## src/rtl/core/sdls_pkg.sv

```systemverilog
// Shared types and constants of the smoke detector line supervisor.
// Used by sdls_step, sdls_obuf and the top level; depends on nothing.
`default_nettype none

package sdls_pkg;

  localparam int unsigned CfgIdxW  = 3;
  localparam int unsigned CfgDataW = 16;

  typedef enum logic [CfgIdxW-1:0] {
    REG_ENABLE        = 3'd0,
    REG_ALARM_CONFIRM = 3'd1,
    REG_ERROR_CONFIRM = 3'd2,
    REG_STBY_TIMEOUT  = 3'd3,
    REG_ERROR_WINDOW  = 3'd4,
    REG_ERROR_REPEAT  = 3'd5
  } sdls_reg_e;

  localparam logic [3:0]  AlarmConfirmRst = 4'd10;
  localparam logic [3:0]  ErrorConfirmRst = 4'd10;
  localparam logic [15:0] StbyTimeoutRst  = 16'd4000;
  localparam logic [9:0]  ErrorWindowRst  = 10'd300;
  localparam logic [3:0]  ErrorRepeatRst  = 4'd5;

  localparam logic [7:0] PulsesBattery = 8'd1;
  localparam logic [7:0] PulsesEol     = 8'd3;

  typedef struct packed {
    logic        enable;
    logic [3:0]  alarm_confirm_ticks;
    logic [3:0]  error_confirm_ticks;
    logic [15:0] standby_timeout_ticks;
    logic [9:0]  error_window_ticks;
    logic [3:0]  error_repeat_count;
  } cfg_t;

  typedef struct packed {
    logic [3:0]  alarm_hold_count;
    logic [3:0]  error_level_count;
    logic [15:0] standby_tick_count;
    logic [7:0]  pulse_count;
    logic [9:0]  quiet_tick_count;
    logic [3:0]  repeat_count;
    logic        battery_hold;
    logic        eol_hold;
  } state_t;

  typedef struct packed {
    logic alarm_edge;
    logic standby_edge;
    logic error_edge;
    logic alarm_level;
    logic error_level;
    logic rearm_battery;
    logic rearm_eol;
  } item_t;

  typedef struct packed {
    logic smoke_alarm;
    logic tamper_open;
    logic tamper_close;
    logic standby_lost;
    logic low_battery;
    logic end_of_life;
  } result_t;

endpackage

`default_nettype wire

```

## src/rtl/core/sdls_step.sv

```systemverilog
// Next-state and result logic for one tick of the line supervisor.
// Depends on sdls_pkg.
`default_nettype none

module sdls_step import sdls_pkg::*; (
  input  cfg_t    cfg_i,
  input  state_t  state_i,
  input  item_t   item_i,
  output state_t  state_o,
  output result_t result_o
);

  always_comb begin
    logic [3:0]  a_cnt;
    logic [3:0]  e_cnt;
    logic [15:0] s_cnt;
    logic [9:0]  q_cnt;
    logic        is_batt;
    logic        held;

    state_o  = state_i;
    result_o = '0;

    // rearm acts first, even while disabled
    if (item_i.rearm_battery) state_o.battery_hold = 1'b0;
    if (item_i.rearm_eol)     state_o.eol_hold     = 1'b0;

    a_cnt   = item_i.alarm_edge ? 4'd1 : state_i.alarm_hold_count;
    e_cnt   = (state_i.error_level_count == 4'hF) ? 4'hF
                                                  : state_i.error_level_count + 4'd1;
    s_cnt   = (state_i.standby_tick_count == 16'hFFFF) ? 16'hFFFF
                                                       : state_i.standby_tick_count + 16'd1;
    q_cnt   = (state_i.quiet_tick_count == 10'h3FF) ? 10'h3FF
                                                    : state_i.quiet_tick_count + 10'd1;
    is_batt = (state_i.pulse_count == PulsesBattery);
    held    = is_batt ? state_o.battery_hold : state_o.eol_hold;

    if (cfg_i.enable) begin
      // smoke alarm confirmation
      if (a_cnt != 4'd0) begin
        if (item_i.alarm_level) begin
          a_cnt = (a_cnt == 4'hF) ? 4'hF : a_cnt + 4'd1;
          if (a_cnt >= cfg_i.alarm_confirm_ticks) begin
            result_o.smoke_alarm = 1'b1;
            a_cnt = 4'd0;
          end
        end else begin
          a_cnt = 4'd0;
        end
      end
      state_o.alarm_hold_count = a_cnt;

      // tamper by error level
      if (item_i.error_level) begin
        if (e_cnt >= cfg_i.error_confirm_ticks) begin
          result_o.tamper_open = (e_cnt == cfg_i.error_confirm_ticks);
          e_cnt = cfg_i.error_confirm_ticks;
        end
        state_o.error_level_count = e_cnt;
      end else begin
        result_o.tamper_close     = (state_i.error_level_count >= cfg_i.error_confirm_ticks);
        state_o.error_level_count = 4'd0;
      end

      // standby supervision
      if (item_i.standby_edge) begin
        state_o.standby_tick_count = 16'd0;
      end else if (s_cnt >= cfg_i.standby_timeout_ticks) begin
        state_o.standby_tick_count = 16'd0;
        result_o.standby_lost      = 1'b1;
      end else begin
        state_o.standby_tick_count = s_cnt;
      end

      // error pulse grouping
      if (item_i.error_edge) begin
        state_o.pulse_count      = (state_i.pulse_count == 8'hFF) ? 8'hFF
                                                                  : state_i.pulse_count + 8'd1;
        state_o.quiet_tick_count = 10'd0;
      end else if (q_cnt >= cfg_i.error_window_ticks) begin
        if (is_batt || state_i.pulse_count == PulsesEol) begin
          state_o.repeat_count = (state_i.repeat_count == 4'hF) ? 4'hF
                                                                : state_i.repeat_count + 4'd1;
          if (state_o.repeat_count >= cfg_i.error_repeat_count && !held) begin
            state_o.repeat_count = 4'd0;
            if (is_batt) begin
              result_o.low_battery = 1'b1;
              state_o.battery_hold = 1'b1;
            end else begin
              result_o.end_of_life = 1'b1;
              state_o.eol_hold     = 1'b1;
            end
          end
        end else begin
          state_o.repeat_count = 4'd0;
        end
        state_o.pulse_count      = 8'd0;
        state_o.quiet_tick_count = 10'd0;
      end else begin
        state_o.quiet_tick_count = q_cnt;
      end
    end
  end

endmodule

`default_nettype wire

```

## src/rtl/core/sdls_obuf.sv

```systemverilog
// Two-entry result buffer: holds a beat and a skid beat so the input side keeps
// flowing while the consumer stalls, until both entries are full. Depends on sdls_pkg.
`default_nettype none

module sdls_obuf import sdls_pkg::*; (
  input  logic    clk_i,
  input  logic    rst_ni,
  input  logic    in_valid_i,
  output logic    in_ready_o,
  input  result_t in_data_i,
  output logic    out_valid_o,
  input  logic    out_ready_i,
  output result_t out_data_o
);

  logic    head_v_q, head_v_d, skid_v_q, skid_v_d;
  result_t head_q, head_d, skid_q, skid_d;
  logic    push, pop;

  assign in_ready_o  = !skid_v_q;
  assign out_valid_o = head_v_q;
  assign out_data_o  = head_q;
  assign push        = in_valid_i && in_ready_o;
  assign pop         = head_v_q && out_ready_i;

  always_comb begin
    head_v_d = head_v_q;
    skid_v_d = skid_v_q;
    head_d   = head_q;
    skid_d   = skid_q;
    if (pop) begin
      if (skid_v_q) begin
        head_d   = skid_q;
        skid_v_d = 1'b0;
      end else begin
        head_v_d = push;
        head_d   = in_data_i;
      end
    end else if (push) begin
      if (!head_v_q) begin
        head_v_d = 1'b1;
        head_d   = in_data_i;
      end else begin
        skid_v_d = 1'b1;
        skid_d   = in_data_i;
      end
    end
  end

  always_ff @(posedge clk_i or negedge rst_ni) begin
    if (!rst_ni) begin
      head_v_q <= 1'b0;
      skid_v_q <= 1'b0;
    end else begin
      head_v_q <= head_v_d;
      skid_v_q <= skid_v_d;
    end
  end

  always_ff @(posedge clk_i) begin
    head_q <= head_d;
    skid_q <= skid_d;
  end

endmodule

`default_nettype wire

```

## src/rtl/core/smoke_detector_line_supervisor.sv

```systemverilog
// Smoke detector line supervisor: one beat per tick in, one result beat out.
// Takes one input beat every clock cycle while in_ready_o is high; each result
// enters a two-entry buffer at the edge its beat is taken and is offered from
// the next cycle once the results ahead of it have left, so a stalled consumer
// blocks input only once both entries are full. All work for a beat is a single
// pass of counter compares between the state registers and the result buffer.
// Depends on sdls_pkg, sdls_step and sdls_obuf.
`default_nettype none

module smoke_detector_line_supervisor import sdls_pkg::*; (
  input  logic                clk_i,
  input  logic                rst_ni,
  input  logic                cfg_we_i,
  input  logic [CfgIdxW-1:0]  cfg_index_i,
  input  logic [CfgDataW-1:0] cfg_wdata_i,
  input  logic                in_valid_i,
  output logic                in_ready_o,
  input  logic                alarm_edge_i,
  input  logic                standby_edge_i,
  input  logic                error_edge_i,
  input  logic                alarm_level_i,
  input  logic                error_level_i,
  input  logic                rearm_battery_i,
  input  logic                rearm_eol_i,
  output logic                out_valid_o,
  input  logic                out_ready_i,
  output logic                smoke_alarm_o,
  output logic                tamper_open_o,
  output logic                tamper_close_o,
  output logic                standby_lost_o,
  output logic                low_battery_o,
  output logic                end_of_life_o
);

  cfg_t    cfg_q, cfg_d;
  state_t  state_q, state_d;
  item_t   item;
  result_t result, out_data;
  logic    accept;

  assign item = '{alarm_edge:    alarm_edge_i,
                  standby_edge:  standby_edge_i,
                  error_edge:    error_edge_i,
                  alarm_level:   alarm_level_i,
                  error_level:   error_level_i,
                  rearm_battery: rearm_battery_i,
                  rearm_eol:     rearm_eol_i};

  assign accept = in_valid_i && in_ready_o;

  always_comb begin
    cfg_d = cfg_q;
    if (cfg_we_i) begin
      unique case (cfg_index_i)
        REG_ENABLE:        cfg_d.enable                = cfg_wdata_i[0];
        REG_ALARM_CONFIRM: cfg_d.alarm_confirm_ticks   = cfg_wdata_i[3:0];
        REG_ERROR_CONFIRM: cfg_d.error_confirm_ticks   = cfg_wdata_i[3:0];
        REG_STBY_TIMEOUT:  cfg_d.standby_timeout_ticks = cfg_wdata_i[15:0];
        REG_ERROR_WINDOW:  cfg_d.error_window_ticks    = cfg_wdata_i[9:0];
        REG_ERROR_REPEAT:  cfg_d.error_repeat_count    = cfg_wdata_i[3:0];
        default:           cfg_d = cfg_q;
      endcase
    end
  end

  sdls_step u_step (
    .cfg_i    (cfg_q),
    .state_i  (state_q),
    .item_i   (item),
    .state_o  (state_d),
    .result_o (result)
  );

  always_ff @(posedge clk_i or negedge rst_ni) begin
    if (!rst_ni) begin
      cfg_q   <= '{enable:                1'b0,
                   alarm_confirm_ticks:   AlarmConfirmRst,
                   error_confirm_ticks:   ErrorConfirmRst,
                   standby_timeout_ticks: StbyTimeoutRst,
                   error_window_ticks:    ErrorWindowRst,
                   error_repeat_count:    ErrorRepeatRst};
      state_q <= '0;
    end else begin
      cfg_q <= cfg_d;
      if (accept) begin
        state_q <= state_d;
      end
    end
  end

  sdls_obuf u_obuf (
    .clk_i       (clk_i),
    .rst_ni      (rst_ni),
    .in_valid_i  (in_valid_i),
    .in_ready_o  (in_ready_o),
    .in_data_i   (result),
    .out_valid_o (out_valid_o),
    .out_ready_i (out_ready_i),
    .out_data_o  (out_data)
  );

  assign smoke_alarm_o  = out_data.smoke_alarm;
  assign tamper_open_o  = out_data.tamper_open;
  assign tamper_close_o = out_data.tamper_close;
  assign standby_lost_o = out_data.standby_lost;
  assign low_battery_o  = out_data.low_battery;
  assign end_of_life_o  = out_data.end_of_life;

endmodule

`default_nettype wire

```

## config.mk

```make
export PLATFORM = sky130hd
export DESIGN_NAME = smoke_detector_line_supervisor
export DESIGN_NICKNAME = d
export VERILOG_FILES = /design/src/rtl/core/sdls_pkg.sv /design/src/rtl/core/sdls_step.sv /design/src/rtl/core/sdls_obuf.sv /design/src/rtl/core/smoke_detector_line_supervisor.sv
export SDC_FILE = /design/constraint.sdc
export NUM_CORES = 1
export LEC_CHECK = 0
export BUFFER_PORTS_ARGS = -buffer_cell sky130_fd_sc_hd__buf_4
export CORE_ASPECT_RATIO = 1.25
export CORE_MARGIN = 2
export CORE_UTILIZATION = 45
export CTS_CLUSTER_SIZE = 25
export DETAILED_ROUTE_END_ITERATION = 8
export GPL_TIMING_DRIVEN = 0
export RECOVER_POWER = 25
export SKIP_CTS_REPAIR_TIMING = 1
export SLEW_MARGIN = 15
export SYNTH_ARGS = -nofsm -noshare
export SYNTH_HDL_FRONTEND = slang
export SYNTH_SLANG_ARGS = --single-unit
```

## constraint.sdc

```tcl
create_clock -name clk_i -period 3.1 [get_ports clk_i]
set_input_delay 0.465 -clock clk_i [delete_from_list [all_inputs] [get_ports clk_i]]
set_output_delay 0.465 -clock clk_i [all_outputs]
set_load 0.01 [all_outputs]
```

==> metrics.cfg, run 1 <==
[synth]
synth_area_um2 = 6140
ys_types = 65
synthesis.instances = 640
ys_async_sr_fraction_pct = 88.1
synth_area_leaders = dfrtp_1 (30%), ha_1 (10%), dfstp_2 (6.8%), edfxtp_1 (5.9%), mux2_2 (5.5%)
yosysWarnings = 0
avgSynthCellArea_um2 = 9.60
ys.flop_type = dfrtp_1
yosys.area.top_type = dfrtp_1
syn-num-nets = 721
ys_ff_latch = 101
yosysSeqAreaShare_pct = 42.4
synth_edf_count = 12
post-synth-top-count-cell = nand2_1
synth_top_area_share_pct = 29.7
synth_common_cells = nand2_1 (77), dfrtp_1 (73), inv_1 (54)

[detailed_routing]
routed_wl_mm = 15.4
antenna_left = 0
vias = 5072
drc_errors = 0
post_drt_wl_per_cell_um = 17.3
first_pass_iters = 4
vias_per_cell = 5.67
first_iter_violations = 281

[setup_path]
slowest_stage = dfrtp_1
crit_type = flip-flop to flip-flop
worstPathArrival_ns = 3.32
r2r_slack_ns = -0.03
cp.buffers_inverters = 1
r2r-end = u_obuf.out_data_o[0]$_DFFE_PP_
critical-path-max-stage-delay_ns = 0.43
cp-end-kind = flip-flop
start_kind = flip-flop
timing.rr.start = state_q[7]$_DFFE_PN0P_
cp.depth = 13
required_ns = 3.29
endpoint = u_obuf.out_data_o[0]$_DFFE_PP_
critPathTopFamily = simple AND/OR/NAND/NOR gates
crit_path_cell_trace = ha_4, and3_4, and2_4, and3_4, buf_4, nand4_4, nand2_2, ha_4, nand4_1, o221ai_4, a21oi_4, or2_4, o31ai_4
worstPathMaxFanout = 5
cp-startpoint = state_q[7]$_DFFE_PN0P_
reg2reg_depth = 13

[finish]
fin_nets = 800
synthToLayoutAreaGrowth_pct = 23.2
n_antenna_cell = 0
final_area_um2 = 7570
drive_above_1_share_pct = 28.3

[global_route]
antenna_found_initial = 0
grt_overflow = 0
grt_pass1_wl_mm = 23.9
grt_pass1_vias = 4927
grt_usage_pct = 21.0
grt_max_degree = 90

[floorplan]
die_area_um2 = 14600
row_count = 47
die_w_um = 109
die_y_um = 135
coreArea_um2 = 13300
start_util_pct = 46.2
io_pins = 39

[placed_design]
place_ws_ns = -0.510
dpl_cell_area_um2 = 6640
dp_hpwl_mm = 10.7
io_buffers = 38
place.gp.congestion = 0.822

[sta]
clock_skew_ns = 0.00865
rsz0062_at_grt = yes
worst_pin_slew_ns = 2.29
slew_headroom_pct = -52.7
finalCritPeriodShare_pct = 101
finalHoldViolCount = 0
fin_crit_ns = 3.13
setup_viol = 3
slew_viol_final = 90
fin_hold_ws_ns = 0.327
max_freq_mhz = 320
layout_setup_ws_ns = -0.0291

[power_and_ir_drop]
cellPowerDensity_nw_per_um2 = 611
p_leak_nw = 3.54
ir_worst_vdd_uv = 374

[job]
maxCapViolCount = 1

[run_status]
status = complete, but fails checks
violations = max-capacitance violations, max-slew violations, negative setup slack

[min_path]
hp-class = primary input to flip-flop
min_path_cells = 2

[clock_tree]
cts.sinks = 101
clk_latency_ns = 0.36
cts_buffers = 9
clkTransAtPathRegs_ns = 0.07
htreeDepth = 3
cts_buffer_depth = 2
cts-root-buf = clkbuf_16
cts_tree = built

-- kinds of logic (layout without fill, tap and decap cells) --
kind of cell,Yosys count,in the layout,share of synthesized area [%]
fa+ha+maj,50,50,10.2
xor+xnor,4,4,0.570
mux,33,33,5.99
flops,101,101,42.4
simple gates,223,224,19.2
buf+inv,71,153,4.46
compound gates,158,159,17.2
-- layout by cell type, fill, tap and decap left out, types with 4 or more instances in the layout --
cell,Yosys,layout
nand2_1,77,74
dfrtp_1,73,68
buf_4,0,65
inv_1,54,53
ha_1,50,40
o21ai_0,40,39
mux2_2,30,30
nand3_1,28,28
a21oi_1,30,23
a21o_1,23,23
nor2_1,23,22
a31oi_1,18,17
dfstp_2,16,16
nand4_1,14,14
nand2b_1,15,13
edfxtp_1,12,12
ha_4,0,10
and3_1,11,9
clkbuf_1,9,9
clkbuf_16,0,9
and2_1,10,8
nor2b_1,8,7
or2_2,7,6
nor3_1,8,6
a21oi_2,1,6
o31ai_1,10,6
dfrtp_2,0,5
o21a_1,4,4
nor3b_1,4,4
buf_2,6,4
xnor2_1,4,4
a311oi_1,4,4
-- worst register-to-register path, delay by kind of cell, from the launching register on --
| kind | cells | cell delay [ns] |
|---|---|---|
| AOI/OAI and AO/OA | 3 | 0.72 |
| DFF | 1 | 0.43 |
| adders and majority gates | 2 | 0.46 |
| and+or+nand+nor | 7 | 1.22 |
| buffers and inverters | 1 | 0.15 |
-- metal layers --
metal / vias to the layer above / part of all wire (%) / global-route usage (%)
met1: 2495 / 43 / 26.1
met3: 24 / 1.7 / 2.65
met4: 0 / 2.4 / 8.76
met2: 68 / 53 / 36.5
met5: - / 0 / 0
li1: 2485 / - / -
-- through the flow --
step / TNS, ns / power [W] / instances / utilization (%)
2_1_floorplan: 0 / 0.00275 / 640 / -
3_3_place_gp: -11.88 / 0.00313 / 849 / 50.0
3_5_place_dp: -13.25 / 0.00321 / 849 / 50.0
4_1_cts: -14.48 / 0.00434 / 865 / 52.2
5_1_grt: -1.10 / 0.00492 / 895 / 57.0
6_report: -0.0515 / 0.00463 / 895 / 57.0
-- state kept, by name, indices dropped and copies added (netlist names) --
signal	cells
cfg_q	39
u_obuf.skid_v_q	1
state_q	48
u_obuf.skid_q	6
u_obuf.out_data_o	6
u_obuf.out_valid_o	1
-- layout make-up --
cell class / instances / area (µm²)
plain buffers: 16 / 87.6
clock buffers: 12 / 256
clock inverters: 4 / 31.3
fillers: 1197 / 5720
inverters: 55 / 206
multi-input cells: 470 / 3670
flip-flops and latches: 101 / 2610
well taps: 171 / 214
repair buffers: 66 / 493
-- worst min path at each step --
stage / startpoint / to / slack (ns)
after detailed placement: state_q[0]$_DFFE_PN0P_ / state_q[0]$_DFFE_PN0P_ / 0.48
final: out_ready_i / u_obuf.skid_v_q$_DFFE_PN0P_ / 0.33
after floorplan: rst_ni / cfg_q[10]$_DFFE_PN0P_ / 0.17
after CTS: out_ready_i / u_obuf.skid_v_q$_DFFE_PN0P_ / 0.32
after global placement: state_q[1]$_DFFE_PN0P_ / state_q[1]$_DFFE_PN0P_ / 0.46
after global routing: out_ready_i / u_obuf.skid_v_q$_DFFE_PN0P_ / 0.33
-- power by group --
part	total (W)	switching, W	leakage, nW	internal [W]
sequential	0.00185	0.000210	1.23	0.00164
combinational	0.00164	0.000863	2.16	0.000777
clock	0.00114	0.000542	0.144	0.000596
total	0.00463	0.00162	3.54	0.00301
Power figures use the tool's default switching activity.
==> inputs of run 2 (changes only) <==
REMOVE_ABC_BUFFERS = 1   (was not set)
==> metrics.cfg, run 2 (same netlist as run 1, synthesis figures left out) <==
[run_status]
status = complete, but fails checks
violations = max-capacitance violations, max-slew violations, negative setup slack

[job]
maxCapViolCount = 1  ; unchanged

[finish]
fillers = 1184  ; -1.1%
regArea_um2 = 2610  ; unchanged
fin_nets = 780  ; -2.5%
top_regs = state_q x48, cfg_q x39
largest_reg_flops = 48  ; unchanged
synthToLayoutAreaGrowth_pct = 20.6
mostFrequentLayoutCells = nand2_1 (75), dfrtp_1 (68), buf_4 (59)
final_common_cell = nand2_1
drive_above_1_share_pct = 27.3  ; -1.0 points
top_register = state_q
utilization_pct = 55.8  ; -1.2 points
multiInputGateArea_um2 = 3630  ; -1.1%
n_antenna_cell = 0  ; unchanged

[power_and_ir_drop]
power.switching_w = 0.00149  ; -7.7%
seq_power_share_pct = 41.4  ; +1.4 points
combinationalPowerShare_pct = 33.1  ; -2.3 points
ir_worst_vdd_uv = 325  ; -13%
cellPowerDensity_nw_per_um2 = 599  ; -1.9%
design_power_total_w = 0.00444  ; -4.0%
p_clk_share_pct = 25.6  ; +1.0 points
p_leak_nw = 3.46  ; -2.3%
intPower_w = 0.00295  ; -2.0%
switching_share_pct = 33.6  ; -1.3 points

[sta]
max_freq_mhz = 321  ; +0.32%
layout_setup_ws_ns = -0.0190  ; +0.0101 ns
rsz0062_at_grt = yes
slew_viol_final = 90  ; unchanged
finalCritPeriodShare_pct = 101  ; -0.33 points
worst_pin_slew_ns = 2.27  ; -0.0172 ns
slew_headroom_pct = -51.5  ; +1.1 points
clock_skew_ns = 0.00595  ; -0.00270 ns
fin_crit_ns = 3.12  ; -0.0101 ns
setup_viol = 2  ; -1
final.setup.tns_ns = -0.0196  ; +0.0319 ns
finalHoldViolCount = 0  ; unchanged

[setup_path]
worstPathArrival_ns = 3.31  ; about the same
crit_type = flip-flop to flip-flop
crit_path_cell_trace = ha_2, and3_4, and2_4, and3_4, nand4_4, and2_4, ha_4, nand2b_4, a21oi_4, o221ai_4, a21oi_4, buf_6, or2_4, o31ai_4
r2r-end = u_obuf.out_data_o[0]$_DFFE_PP_
r2r_slack_ns = -0.02  ; about the same
worstPathMaxFanout = 6  ; +1
cp-end-kind = flip-flop
timing.rr.start = state_q[6]$_DFFE_PN0P_
start_kind = flip-flop
required_ns = 3.29  ; about the same
reg2reg_depth = 14  ; +1
critical-path-max-stage-delay_ns = 0.38  ; -0.05 ns
slowest_stage = dfrtp_1

[global_route]
grt_max_degree = 90  ; unchanged
grt_pass1_wl_mm = 22.3  ; -6.4%
grt_pass1_vias = 4596  ; -6.7%
grt_overflow = 0  ; unchanged
grt_usage_pct = 19.4  ; -1.6 points
antenna_found_initial = 0  ; unchanged

[clock_tree]
cts_buffers = 9  ; unchanged
htreeDepth = 3  ; unchanged
cts_tree = built
clkTransAtPathRegs_ns = 0.07  ; about the same
clk_latency_ns = 0.35  ; about the same
cts.sinks = 101  ; unchanged
cts-root-buf = clkbuf_16
cts_buffer_depth = 2  ; unchanged

[floorplan]
row_count = 47  ; unchanged
die_y_um = 135  ; unchanged
die_w_um = 109  ; unchanged
coreArea_um2 = 13300  ; unchanged
start_util_pct = 46.2  ; unchanged
die_area_um2 = 14600  ; unchanged
io_pins = 39  ; unchanged

[min_path]
holdCritStartpoint = cfg_wdata_i[9]
whs_endpoint = cfg_q[13]$_DFFE_PN0P_
min_path_cells = 3  ; +1
hp-class = primary input to flip-flop

[detailed_routing]
first_pass_iters = 4  ; unchanged
vias_per_cell = 5.59  ; -1.3%
post_drt_wl_per_cell_um = 16.1  ; -6.8%
first_iter_violations = 176  ; -37%
drc_errors = 0  ; unchanged
routed_wl_mm = 14.1  ; -8.9%
vias = 4894  ; -3.5%
antenna_left = 0  ; unchanged

[placed_design]
dp_hpwl_mm = 9.78  ; -8.7%
place.gp.congestion = 0.853  ; +3.8%
io_buffers = 38  ; unchanged

run 2: area by class of cell:
class / count / area share (%)
multi-input cells: 471 / 48.9
flip-flops and latches: 101 / 35.3
repair buffers: 61 / 6.19
clock buffers: 10 / 3.09
well taps: 171 / 2.89
inverters: 55 / 2.78
clock inverters: 6 / 0.844
run 2: layer usage:
| layer | share of wire, % | GRT usage, % | vias up |
|---|---|---|---|
| met5 | 0 | 0 | - |
| met4 | 2.0 | 7.12 | 0 |
| met3 | 2.3 | 2.51 | 17 |
| met2 | 50 | 32.3 | 60 |
| met1 | 45 | 25.8 | 2370 |
| li1 | - | - | 2447 |
run 2: worst max path at each step:
stage / start / to / cells past startpoint
2_1_floorplan: state_q[6]$_DFFE_PN0P_ / state_q[19]$_DFFE_PN0P_ / 13
3_3_place_gp: state_q[24]$_DFFE_PN0P_ / state_q[39]$_DFFE_PN0P_ / 12
3_5_place_dp: state_q[24]$_DFFE_PN0P_ / state_q[39]$_DFFE_PN0P_ / 12
4_1_cts: state_q[24]$_DFFE_PN0P_ / state_q[39]$_DFFE_PN0P_ / 12
5_1_grt: state_q[6]$_DFFE_PN0P_ / u_obuf.out_data_o[0]$_DFFE_PP_ / 14
6_report: state_q[6]$_DFFE_PN0P_ / u_obuf.out_data_o[0]$_DFFE_PP_ / 14
run 2: through the flow:
| stage | setup slack (ns) | area, µm² | hold slack (ns) | instances |
|---|---|---|---|---|
| global route | -0.141 | 7410 | 0.339 | 875 |
| global placement | -0.655 | 6580 | 0.462 | 833 |
| floorplan | 0.120 | 6080 | 0.169 | 624 |
| detailed placement | -0.710 | 6580 | 0.470 | 833 |
| finish | -0.0190 | 7410 | 0.332 | 875 |
| CTS | -0.738 | 6870 | 0.329 | 849 |
run 2: power groups by stage:
| stage | Combinational, W | Sequential, W | Clock [W] |
|---|---|---|---|
| 6_report | 0.00147 | 0.00184 | 0.00114 |
| 5_1_grt | 0.00166 | 0.00188 | 0.00121 |
| 4_1_cts | 0.00129 | 0.00184 | 0.00116 |
| 3_5_place_dp | 0.00129 | 0.00186 | 0 |
| 3_3_place_gp | 0.00124 | 0.00185 | 0 |
| 2_1_floorplan | 0.000913 | 0.00182 | 0 |
run 2: worst max-delay path, delay by kind of cell, from the launching register on:
family                   cells  cell delay, ns
AO/OA/AOI/OAI                4            0.61
adder cells (fa/ha/maj)      2            0.49
buffers and inverters        1            0.13
flip-flops                   1            0.38
AND/OR/NAND/NOR              7            1.34
==> inputs of run 3 (changes only) <==
clock period = 3.25 ns   (was 3.1 ns; I/O delays follow)
==> metrics.cfg, run 3 (same netlist as run 1, synthesis figures left out) <==
[finish]
fillers = 1215  ; +2.6%
mostFrequentLayoutCells = nand2_1 (77), dfrtp_1 (70), inv_1 (54), buf_4 (54), ha_1 (48)
fin_nets = 772  ; -1.0%
n_antenna_cell = 0  ; unchanged
largest_reg_flops = 48  ; unchanged
top_register = state_q
stdcell_count = 867  ; -0.91%
drive_above_1_share_pct = 23.1  ; -4.1 points
final_common_cell = nand2_1
synthToLayoutAreaGrowth_pct = 16.1
top_regs = state_q x48, cfg_q x39

[detailed_routing]
met2_length_mm = 6.70  ; -5.3%
vias = 4840  ; -1.1%
routed_wl_mm = 13.6  ; -3.0%
antenna_left = 0  ; unchanged
wl_met1_mm = 6.30  ; -1.3%
post_drt_wl_per_cell_um = 15.7  ; -2.1%
vias_per_cell = 5.58  ; -0.19%
drc_errors = 0  ; unchanged
first_pass_iters = 5  ; +1
top_layer_used = met4
first_iter_violations = 194  ; +10%
route.met3.wl_um = 373  ; +14%

[placed_design]
dp.cells = 833  ; unchanged
place.gp.congestion = 0.853  ; unchanged
io_buffers = 38  ; unchanged
dp_hpwl_mm = 9.78  ; unchanged

[global_route]
grt_max_degree = 90  ; unchanged
grt_overflow = 0  ; unchanged
grt_pass1_vias = 4596  ; unchanged
grt_usage_pct = 19.4  ; unchanged
grt_pass1_wl_mm = 22.3  ; unchanged
antenna_found_initial = 0  ; unchanged

[clock_tree]
cts_tree = built
cts_buffers = 9  ; unchanged
clkTransAtPathRegs_ns = 0.07  ; about the same
htreeDepth = 3  ; unchanged
cts.sinks = 101  ; unchanged
cts-root-buf = clkbuf_16
cts_buffer_depth = 2  ; unchanged
clk_latency_ns = 0.35  ; about the same

[floorplan]
die_w_um = 109  ; unchanged
start_util_pct = 46.2  ; unchanged
die_y_um = 135  ; unchanged
io_pins = 39  ; unchanged
coreArea_um2 = 13300  ; unchanged
die_area_um2 = 14600  ; unchanged
row_count = 47  ; unchanged

[sta]
worst_pin_slew_ns = 2.28  ; +0.00657 ns
setup_viol = 0  ; -2
slew_viol_final = 90  ; unchanged
final.setup.tns_ns = 0  ; +0.0196 ns
finalHoldViolCount = 0  ; unchanged
fin_crit_ns = 3.13  ; +0.0109 ns
finalCritPeriodShare_pct = 96.3  ; -4.3 points
clock_skew_ns = 0.00737  ; +0.00143 ns
slew_headroom_pct = -52.0  ; -0.44 points
max_freq_mhz = 319  ; -0.35%

[setup_path]
crit_type = flip-flop to flip-flop
worstPathMaxFanout = 6  ; unchanged
cp-end-kind = flip-flop
crit_path_cell_trace = and3_2, and3_2, and3_2, a31oi_1, a41oi_2, ha_1, a21oi_1, o21ai_4, a21oi_2, a21oi_2, a311oi_2
start_kind = flip-flop
slowest_stage = dfrtp_1
critPathTopFamily = compound AO/OA/AOI/OAI gates
critical-path-max-stage-delay_ns = 0.42  ; +0.04 ns
path_common_cell = and3_2
required_ns = 3.49  ; +0.20 ns
cp.buffers_inverters = 0  ; -1
worstPathArrival_ns = 3.37  ; +0.06 ns

[job]
maxCapViolCount = 1  ; unchanged

[run_status]
status = complete, but fails checks
violations = max-capacitance violations, max-slew violations

[power_and_ir_drop]
cellPowerDensity_nw_per_um2 = 576  ; -3.8%
p_leak_nw = 3.37  ; -2.6%
ir_worst_vdd_uv = 313  ; -3.6%

[min_path]
hp-class = primary input to flip-flop

[run 3: tightest hold or removal path: cells and delay by family]
| family | cells | cell delay [ns] |
|---|---|---|
| compound gates | 1 | 0.06 |
| simple gates | 1 | 0.04 |
| buf+inv | 1 | 0.08 |
[run 3: metal layers]
metal	up-vias	GRT usage [%]
met2	74	32.3
met5	-	0
li1	2426	-
met1	2323	25.8
met3	17	2.51
met4	0	7.12
[run 3: cell type report]
class / instances / area (µm²) / area share (%)
flip-flops and latches: 101 / 2610 / 36.6
multi-input cells: 469 / 3400 / 47.6
inverters: 55 / 206 / 2.89
well taps: 171 / 214 / 3.00
repair buffers: 55 / 410 / 5.75
clock inverters: 6 / 62.6 / 0.877
clock buffers: 10 / 229 / 3.21
[run 3: path summary, 6_finish.rpt]
kind	from	end	slack, ns	cells after the start
worst max-delay path	state_q[8]$_DFFE_PN0P_	state_q[13]$_DFFE_PN0P_	0.12	11
min in group asynchronous	rst_ni	state_q[32]$_DFFE_PN0P_	0.78	1
worst min-delay path	cfg_wdata_i[9]	cfg_q[13]$_DFFE_PN0P_	0.36	3
worst max register to register	state_q[8]$_DFFE_PN0P_	state_q[13]$_DFFE_PN0P_	0.12	11
max in group asynchronous	rst_ni	state_q[27]$_DFFE_PN0P_	0.93	1
worst min register to register	state_q[1]$_DFFE_PN0P_	state_q[1]$_DFFE_PN0P_	0.49	2
[run 3: metrics by stage]
stage / setup slack, ns / instance area, µm² / util [%] / total power [W] / hold WS [ns]
floorplan: 0.270 / 6080 / - / 0.00261 / 0.192
detailed placement: -0.560 / 6580 / 49.5 / 0.00300 / 0.470
global placement: -0.505 / 6580 / 49.5 / 0.00295 / 0.462
CTS: -0.588 / 6870 / 51.7 / 0.00409 / 0.352
global route: -0.0504 / 7130 / 53.7 / 0.00441 / 0.362
finish: 0.120 / 7130 / 53.7 / 0.00411 / 0.355
[run 3: power breakdown]
part	switching [W]	internal [W]	leakage, nW
registers	0.000193	0.00156	1.23
clock network	0.000482	0.000597	0.138
logic	0.000683	0.000594	2.00
